$ cat src/rtl/smt_pkg.sv
// Package for the sorted multiset table: operation and status codes, write-port word type.
package smt_pkg;

    localparam int KEY_W  = 32;
    localparam int MULT_W = 16;
    localparam int OP_W   = 4;
    localparam int STAT_W = 2;

    localparam logic [MULT_W-1:0] MULT_MAX = '1;

    localparam logic [OP_W-1:0] OP_INSERT  = 4'd0;
    localparam logic [OP_W-1:0] OP_ERASE1  = 4'd1;
    localparam logic [OP_W-1:0] OP_ERASEK  = 4'd2;
    localparam logic [OP_W-1:0] OP_COUNT   = 4'd3;
    localparam logic [OP_W-1:0] OP_MIN     = 4'd4;
    localparam logic [OP_W-1:0] OP_MAX     = 4'd5;
    localparam logic [OP_W-1:0] OP_POPMIN  = 4'd6;
    localparam logic [OP_W-1:0] OP_POPMAX  = 4'd7;
    localparam logic [OP_W-1:0] OP_LT      = 4'd8;
    localparam logic [OP_W-1:0] OP_LEQ     = 4'd9;
    localparam logic [OP_W-1:0] OP_GT      = 4'd10;
    localparam logic [OP_W-1:0] OP_GEQ     = 4'd11;

    localparam logic [STAT_W-1:0] ST_OK    = 2'd0;
    localparam logic [STAT_W-1:0] ST_NONE  = 2'd1;
    localparam logic [STAT_W-1:0] ST_FULL  = 2'd2;

    // One write into the entry store
    typedef struct packed {
        logic              we;
        logic [KEY_W-1:0]  key;
        logic [MULT_W-1:0] cnt;
    } smt_wr_t;

endpackage

$ cat src/rtl/smt_mem.sv
// Entry store: key and copy count per slot, one write and one registered read per cycle.
module smt_mem
    import smt_pkg::*;
#(
    parameter int DEPTH = 64,
    parameter int AW    = 6
)
(
    input  logic              clk,
    input  smt_wr_t           wr,
    input  logic [AW-1:0]     waddr,
    input  logic [AW-1:0]     raddr,
    output logic [KEY_W-1:0]  rkey,
    output logic [MULT_W-1:0] rcnt
);

    logic [KEY_W-1:0]  key_mem [DEPTH];
    logic [MULT_W-1:0] cnt_mem [DEPTH];

    // write port
    always_ff @(posedge clk)
    begin
        if (wr.we)
        begin
            key_mem[waddr] <= wr.key;
            cnt_mem[waddr] <= wr.cnt;
        end
    end

    // registered read port
    always_ff @(posedge clk)
    begin
        rkey <= key_mem[raddr];
        rcnt <= cnt_mem[raddr];
    end

endmodule

$ cat src/rtl/sorted_multiset_table.sv
// Top level of the sorted multiset table: search and shift sequencer around the entry store.
//
// Usage: drive operation, key and amount and raise start while busy is low; the
// word is taken at that clock edge and busy rises. When the request finishes, done
// is high for exactly one cycle with value, multiplicity and status valid; the
// receiver cannot stall, so it must take the word in that cycle. busy is already
// low in the done cycle, so a new start may be given there.
// A binary search over the occupied entries runs step by step (memory read, then
// compare), followed by a fetch and evaluation of the chosen entry. An insert of
// a new key or a removal of a key then moves each entry above it by one slot
// through the entry store, a read then a write per moved entry. One request at a
// time.
// Reset clears the occupancy count and the sequencer; the entry store is not
// cleared, since only entries below the occupancy count are ever used.
module sorted_multiset_table
    import smt_pkg::*;
#(
    parameter int CAPACITY = 64
)
(
    input  logic                     clk,
    input  logic                     rst_n,
    input  logic                     start,
    output logic                     busy,
    input  logic [OP_W-1:0]          operation,
    input  logic signed [KEY_W-1:0]  key,
    input  logic [MULT_W-1:0]        amount,
    output logic                     done,
    output logic signed [KEY_W-1:0]  value,
    output logic [MULT_W-1:0]        multiplicity,
    output logic [STAT_W-1:0]        status
);

    localparam int AW = (CAPACITY > 1) ? $clog2(CAPACITY) : 1;
    localparam int CW = $clog2(CAPACITY + 1);
    localparam logic [CW-1:0] CAP_C = CW'(CAPACITY);

    localparam logic [2:0] S_IDLE = 3'd0;
    localparam logic [2:0] S_SRD  = 3'd1;
    localparam logic [2:0] S_SCMP = 3'd2;
    localparam logic [2:0] S_EVAL = 3'd3;
    localparam logic [2:0] S_SHRD = 3'd4;
    localparam logic [2:0] S_SHWR = 3'd5;

    logic [2:0]              state_reg, state_next;
    logic [CW-1:0]           occ_reg, occ_next;
    logic [CW-1:0]           lo_reg, lo_next, hi_reg, hi_next;
    logic [AW-1:0]           mid_reg, mid_next;
    logic [CW-1:0]           idx_reg, idx_next;
    logic                    hit_reg, hit_next;
    logic [CW-1:0]           j_reg, j_next;
    logic                    up_reg, up_next;
    logic [OP_W-1:0]         op_reg, op_next;
    logic signed [KEY_W-1:0] key_reg, key_next;
    logic [MULT_W-1:0]       amt_reg, amt_next;
    logic                    done_reg, done_next;
    logic signed [KEY_W-1:0] val_reg, val_next;
    logic [MULT_W-1:0]       mult_reg, mult_next;
    logic [STAT_W-1:0]       stat_reg, stat_next;

    smt_wr_t           wr;
    logic [AW-1:0]     waddr, raddr;
    logic [KEY_W-1:0]  rkey;
    logic [MULT_W-1:0] rcnt;

    smt_mem #(.DEPTH(CAPACITY), .AW(AW)) u_mem
    (
        .clk   (clk),
        .wr    (wr),
        .waddr (waddr),
        .raddr (raddr),
        .rkey  (rkey),
        .rcnt  (rcnt)
    );

    // search helpers: midpoint and the shared compare
    logic [CW:0]   mid_sum;
    logic          strict;
    logic          go_right;
    logic          present;
    logic [MULT_W-1:0] take_n;

    assign mid_sum  = {1'b0, lo_reg} + {1'b0, hi_reg};
    assign strict   = (op_reg == OP_LEQ) || (op_reg == OP_GT);
    assign go_right = strict ? ($signed(rkey) <= key_reg) : ($signed(rkey) < key_reg);
    assign present  = hit_reg && ($signed(rkey) == key_reg);
    assign take_n   = (op_reg == OP_ERASE1) ? MULT_W'(1) : amt_reg;

    // sequencer
    always_comb
    begin
        state_next = state_reg;
        occ_next   = occ_reg;
        lo_next    = lo_reg;
        hi_next    = hi_reg;
        mid_next   = mid_reg;
        idx_next   = idx_reg;
        hit_next   = hit_reg;
        j_next     = j_reg;
        up_next    = up_reg;
        op_next    = op_reg;
        key_next   = key_reg;
        amt_next   = amt_reg;
        done_next  = 1'b0;
        val_next   = val_reg;
        mult_next  = mult_reg;
        stat_next  = stat_reg;
        wr         = '0;
        waddr      = '0;
        raddr      = mid_reg;

        case (state_reg)
            S_IDLE:
            begin
                if (start)
                begin
                    op_next    = operation;
                    key_next   = key;
                    amt_next   = amount;
                    lo_next    = '0;
                    hi_next    = occ_reg;
                    state_next = S_SRD;
                end
            end
            S_SRD:
            begin
                if (lo_reg < hi_reg)
                begin
                    raddr      = mid_sum[AW:1];
                    mid_next   = mid_sum[AW:1];
                    state_next = S_SCMP;
                end
                else
                begin
                    // lo_reg is the bound; pick the entry this request looks at
                    case (op_reg)
                        OP_INSERT, OP_ERASE1, OP_ERASEK, OP_COUNT, OP_GT, OP_GEQ:
                        begin
                            idx_next = lo_reg;
                            hit_next = lo_reg < occ_reg;
                        end
                        OP_MIN, OP_POPMIN:
                        begin
                            idx_next = '0;
                            hit_next = occ_reg != '0;
                        end
                        OP_MAX, OP_POPMAX:
                        begin
                            idx_next = occ_reg - CW'(1);
                            hit_next = occ_reg != '0;
                        end
                        OP_LT, OP_LEQ:
                        begin
                            idx_next = lo_reg - CW'(1);
                            hit_next = lo_reg != '0;
                        end
                        default:
                        begin
                            idx_next = '0;
                            hit_next = 1'b0;
                        end
                    endcase
                    raddr      = idx_next[AW-1:0];
                    state_next = S_EVAL;
                end
            end
            S_SCMP:
            begin
                if (go_right)
                    lo_next = CW'(mid_reg) + CW'(1);
                else
                    hi_next = CW'(mid_reg);
                state_next = S_SRD;
            end
            S_EVAL:
            begin
                state_next = S_IDLE;
                done_next  = 1'b1;
                val_next   = '0;
                mult_next  = '0;
                stat_next  = ST_NONE;
                waddr      = idx_reg[AW-1:0];
                case (op_reg)
                    OP_INSERT:
                    begin
                        val_next = key_reg;
                        if (present)
                        begin
                            wr.we     = 1'b1;
                            wr.key    = rkey;
                            wr.cnt    = (rcnt == MULT_MAX) ? rcnt : rcnt + MULT_W'(1);
                            mult_next = wr.cnt;
                            stat_next = ST_OK;
                        end
                        else if (occ_reg == CAP_C)
                        begin
                            stat_next = ST_FULL;
                        end
                        else
                        begin
                            mult_next  = MULT_W'(1);
                            stat_next  = ST_OK;
                            up_next    = 1'b1;
                            j_next     = occ_reg;
                            done_next  = 1'b0;
                            state_next = S_SHRD;
                        end
                    end
                    OP_ERASE1, OP_ERASEK:
                    begin
                        val_next = key_reg;
                        if (present)
                        begin
                            stat_next = ST_OK;
                            if (take_n >= rcnt)
                            begin
                                up_next    = 1'b0;
                                j_next     = idx_reg;
                                done_next  = 1'b0;
                                state_next = S_SHRD;
                            end
                            else
                            begin
                                wr.we     = 1'b1;
                                wr.key    = rkey;
                                wr.cnt    = rcnt - take_n;
                                mult_next = wr.cnt;
                            end
                        end
                    end
                    OP_COUNT:
                    begin
                        val_next  = key_reg;
                        mult_next = present ? rcnt : '0;
                        stat_next = ST_OK;
                    end
                    OP_MIN, OP_MAX, OP_LT, OP_LEQ, OP_GT, OP_GEQ:
                    begin
                        if (hit_reg)
                        begin
                            val_next  = $signed(rkey);
                            mult_next = rcnt;
                            stat_next = ST_OK;
                        end
                    end
                    OP_POPMIN, OP_POPMAX:
                    begin
                        if (hit_reg)
                        begin
                            val_next  = $signed(rkey);
                            stat_next = ST_OK;
                            if (rcnt <= MULT_W'(1))
                            begin
                                up_next    = 1'b0;
                                j_next     = idx_reg;
                                done_next  = 1'b0;
                                state_next = S_SHRD;
                            end
                            else
                            begin
                                wr.we     = 1'b1;
                                wr.key    = rkey;
                                wr.cnt    = rcnt - MULT_W'(1);
                                mult_next = wr.cnt;
                            end
                        end
                    end
                    default:
                    begin
                    end
                endcase
            end
            S_SHRD:
            begin
                if (up_reg)
                begin
                    // make room: move entries up until the slot is free
                    if (j_reg > idx_reg)
                    begin
                        raddr      = AW'(j_reg - CW'(1));
                        state_next = S_SHWR;
                    end
                    else
                    begin
                        wr.we      = 1'b1;
                        wr.key     = key_reg;
                        wr.cnt     = MULT_W'(1);
                        waddr      = idx_reg[AW-1:0];
                        occ_next   = occ_reg + CW'(1);
                        done_next  = 1'b1;
                        state_next = S_IDLE;
                    end
                end
                else
                begin
                    // close the gap: move entries down
                    if (({1'b0, j_reg} + (CW+1)'(1)) < {1'b0, occ_reg})
                    begin
                        raddr      = AW'(j_reg + CW'(1));
                        state_next = S_SHWR;
                    end
                    else
                    begin
                        occ_next   = occ_reg - CW'(1);
                        done_next  = 1'b1;
                        state_next = S_IDLE;
                    end
                end
            end
            S_SHWR:
            begin
                wr.we      = 1'b1;
                wr.key     = rkey;
                wr.cnt     = rcnt;
                waddr      = j_reg[AW-1:0];
                j_next     = up_reg ? j_reg - CW'(1) : j_reg + CW'(1);
                state_next = S_SHRD;
            end
            default:
            begin
                state_next = S_IDLE;
            end
        endcase
    end

    // control registers
    always_ff @(posedge clk or negedge rst_n)
    begin
        if (!rst_n)
        begin
            state_reg <= S_IDLE;
            occ_reg   <= '0;
            done_reg  <= 1'b0;
        end
        else
        begin
            state_reg <= state_next;
            occ_reg   <= occ_next;
            done_reg  <= done_next;
        end
    end

    // working and result registers
    always_ff @(posedge clk)
    begin
        lo_reg   <= lo_next;
        hi_reg   <= hi_next;
        mid_reg  <= mid_next;
        idx_reg  <= idx_next;
        hit_reg  <= hit_next;
        j_reg    <= j_next;
        up_reg   <= up_next;
        op_reg   <= op_next;
        key_reg  <= key_next;
        amt_reg  <= amt_next;
        val_reg  <= val_next;
        mult_reg <= mult_next;
        stat_reg <= stat_next;
    end

    assign busy         = state_reg != S_IDLE;
    assign done         = done_reg;
    assign value        = val_reg;
    assign multiplicity = mult_reg;
    assign status       = stat_reg;

    // checks
    a_occ_bound: assert property (@(posedge clk) disable iff (!rst_n)
        occ_reg <= CAP_C)
        else $error("occupancy above capacity");

    a_done_after_busy: assert property (@(posedge clk) disable iff (!rst_n)
        done_reg |-> $past(state_reg) != S_IDLE)
        else $error("done without a request in flight");

    a_start_busy: assert property (@(posedge clk) disable iff (!rst_n)
        (start && !busy) |=> busy)
        else $error("accepted word did not raise busy");

    a_full_status: assert property (@(posedge clk) disable iff (!rst_n)
        (done_reg && stat_reg == ST_FULL) |-> occ_reg == CAP_C)
        else $error("full status with free slots");

endmodule
$ cat config.mk
export PLATFORM = sky130hd
export DESIGN_NAME = sorted_multiset_table
export DESIGN_NICKNAME = d
export VERILOG_FILES = /design/src/rtl/smt_pkg.sv /design/src/rtl/smt_mem.sv /design/src/rtl/sorted_multiset_table.sv
export SDC_FILE = /design/constraint.sdc
export NUM_CORES = 2
export LEC_CHECK = 0
export BUFFER_PORTS_ARGS = -buffer_cell sky130_fd_sc_hd__buf_2
export CAP_MARGIN = 20
export CORE_AREA = 3 3 599 601
export CTS_BUF_LIST = sky130_fd_sc_hd__clkbuf_16
export DETAILED_ROUTE_END_ITERATION = 12
export DIE_AREA = 0 0 602 604
export GPL_TIMING_DRIVEN = 0
export PLACE_DENSITY = 0.55
export REMOVE_ABC_BUFFERS = 1
export SETUP_SLACK_MARGIN = 0.4
export SYNTH_ARGS = -nofsm -noshare
export SYNTH_HDL_FRONTEND = slang
export SYNTH_SLANG_ARGS = --single-unit
export TNS_END_PERCENT = 20
$ cat constraint.sdc
create_clock -name clk -period 12.99 [get_ports clk]
set_input_delay 2.598 -clock clk [delete_from_list [all_inputs] [get_ports clk]]
set_output_delay 2.598 -clock clk [all_outputs]
set_load 0.02 [all_outputs]
==> impl_metrics.tcl <==
set metrics [dict create \
    drt_iter0_drc 10800 \
    power_mw 36.8 \
    core-area_um2 353000 \
    cts_resized 0 \
    crit_start "op_reg[2]" \
    grtUsageTotal_pct 21.0 \
    fp.dieH_um 604 \
    top_regs "u_mem.key_mem x2048, u_mem.cnt_mem x1024" \
    antenna_left 0 \
    cts_max_path_buffers 4 \
    drv_slew 0 \
    power.density_nw_per_um2 240 \
    synth_top_area_share_pct 75.8 \
    dp_hpwl_um 284000 \
    worstMarginPinSlew_ns 1.20 \
    p_leak_nw 47.3 \
    grt_max_degree 65 \
    dr.pass1.iters 8 \
    post_cts_buffers 0 \
    yosysSeqAreaShare_pct 76.8 \
    cp_num_buf_inv 6 \
    clk_pin_slew_ns 0.06 \
    portBuffers 106 \
    use_met3_pct 4.89 \
    syn_inst 6149 \
    timing.final.crit_share_pct 60.6 \
    synth_area_leaders "edfxtp_1, mux4_2, a22oi_1" \
    synth_most_common_cell "edfxtp_1" \
    fmax_mhz 127 \
    dieArea_um2 364000 \
    rr_startpoint "op_reg[2]" \
    grtUsageMet2_pct 31.3 \
    cts_tree "done" \
    worst_path_max_delay_cell "nor4_2" \
    stdcell_area_um2 154000 \
    finalSetupViolations 0 \
    root_buffer "clkbuf_16" \
    hold_path.class "reg2reg" \
    largest_reg_flops 2048 \
    clock_latency_ns 0.88 \
    clock-sinks 3269 \
    fillers 30000 \
    antenna_found_initial 10 \
    syn_area_per_cell_um2 20.7 \
    vdd_drop_max_mv 0.251 \
    die_w_um 602 \
    grtUsageMet1_pct 30.8 \
    rows 218 \
    cts_buffers 333 \
    vias 70700 \
    grt-ovfl-total 0 \
    synth_flop_cell "edfxtp_1" \
    status "finished, final reports clean" \
    arrival_ns 8.44 \
    end_kind "flop" \
    yosys_warnings 0 \
    routedWlPerCell_um 32.0 \
    slew_headroom_pct 19.4 \
    skew_ns 0.0508 \
    largest-register "u_mem.key_mem" \
    finalNetCount 7385 \
    synth_edf_count 3210 \
    period_minus_slack_ns 7.87 \
    cp_max_fo 64 \
    synth.distinct_cells 76 \
    gp_congestion 0.818 \
    io_pins 107 \
    tns_ns 0 \
    via_per_inst 5.78 \
    hold_path_startpoint "occ_reg[6]" \
    grt_busiest_layer "met2" \
    postPlaceCellArea_um2 143000 \
    yosys.area.top_type "edfxtp_1" \
    crit_top_cell "buf_4" \
    cts_hold_buf 0 \
    critPathMaxStageDelay_ns 1.13 \
    crit_required_ns 13.56 \
    worst-setup-path-type "reg2reg" \
    hold_violations 0 \
    cap_violations 0 \
    wl_um 391000 \
    rsz0062_at_grt "no" \
    areaGrowthSynthToFinish_pct 20.8 \
    ys_seq_elements 3269 \
    grt_pass1_vias 68200 \
    startpoint_type "flop" \
    grt_pass1_wl_um 541000 \
    start_util_pct 36.0 \
    path_cells "nor2_4 > nand3b_1 > nand2b_1 > ha_1 > fa_1 > nor2b_1 > o21ai_0 > a21oi_1 > o21ai_0 > a211oi_1 > o21bai_1 > a211oi_2 > nor3_1 > o21a_4 > nor4_2 > buf_4 > buf_4 > buf_4 > buf_4 > buf_4 > buf_4" \
    critPathTopFamily "simple AND/OR/NAND/NOR gates" \
    yosys-top-cells-count "edfxtp_1, mux4_2, a22oi_1" \
    syn-cell-area_um2 127000 \
    drc_errors 0 \
    htree_levels 5 \
    ys_async_sr_fraction_pct 0.336 \
    post_route_cells_drive_above_1_share_pct 32.5 \
]
[cell families (layout without fill, tap and decap cells)]
group           count (synthesis)  after routing  synth area share, %
other cells                     0              8                    0
simple gates                  729            729                 2.92
buf+inv                       429           1771                 1.44
xor+xnor                       49             49                0.338
mux                           731            731                 12.9
compound gates                852            852                 4.78
fa+ha+maj                      90             90                0.897
flops                        3269           3269                 76.8
[through the flow]
step                      hold slack [ns]  worst slack [ns]  util (%)  std cells
after floorplan                     0.500            -31.72         -       5797
after global placement              0.554            -71.45      37.4      10600
after detailed placement            0.561              5.24      40.5      11600
after CTS                           0.568              5.25      43.4      12200
after global routing                0.609              4.78      43.5      12200
final                               0.572              5.12      43.5      12200
[cells in the final DEF, fill, tap and decap left out, types with 12 or more instances in the layout]
| cell type | n |
|---|---|
| o22ai_1 | 14 |
| buf_6 | 249 |
| buf_16 | 62 |
| mux4_2 | 721 |
| nand3_1 | 60 |
| or3_1 | 36 |
| a22o_2 | 37 |
| a21o_1 | 25 |
| xnor2_1 | 29 |
| a221o_1 | 25 |
| edfxtp_1 | 3210 |
| o21ai_0 | 60 |
| dfxtp_1 | 48 |
| a21oi_1 | 158 |
| a221oi_1 | 27 |
| buf_2 | 106 |
| ha_1 | 88 |
| and4_1 | 28 |
| nor3_2 | 27 |
| nand2b_1 | 12 |
| buf_12 | 50 |
| inv_1 | 137 |
| nor2_1 | 73 |
| buf_8 | 24 |
| nand4_1 | 67 |
| nor4_2 | 51 |
| clkbuf_16 | 339 |
| nand2_1 | 269 |
| nor3_1 | 20 |
| bufinv_16 | 24 |
| buf_4 | 616 |
| xor2_1 | 20 |
| a211oi_1 | 32 |
| clkinv_1 | 79 |
| a22o_1 | 58 |
| a22oi_1 | 324 |
| clkinv_2 | 59 |
[layer usage]
metal	share of wire, %	up-vias
li1	-	28200
met1	42	37800
met2	44	4060
met3	11	679
met4	3.2	2
met5	0.0028	-
[final timing paths]
path	endpoint	slack (ns)	cells after the start
setup / recovery	u_mem.key_mem[49][16]	5.12	21
hold / removal	occ_reg[6]	0.57	1
setup reg to reg	u_mem.key_mem[49][16]	5.12	21
hold reg to reg	occ_reg[6]	0.57	1
max in group asynchronous	occ_reg[5]	11.13	1
min in group asynchronous	state_reg[0]	1.61	1
[power breakdown]
| part | internal [mW] | total [mW] | leakage, nW | switching [mW] |
|---|---|---|---|---|
| clock | 5.20 | 9.16 | 5.26 | 3.96 |
| sequential | 11.9 | 12.2 | 26.7 | 0.323 |
| combinational | 6.95 | 15.4 | 15.3 | 8.45 |
[final cells by class]
cell class / instances / area [um2] / area share, %
antenna: 8 / 20.0 / 0.0130
clock buffer: 339 / 8480 / 5.52
clock inverter: 247 / 1770 / 1.15
inverter: 77 / 289 / 0.188
multi-input combinational: 2451 / 28400 / 18.5
sequential: 3269 / 97600 / 63.6
tap: 4730 / 5920 / 3.85
timing repair buffer: 1108 / 11000 / 7.18
No activity file was read; power rests on OpenSTA's default activity.
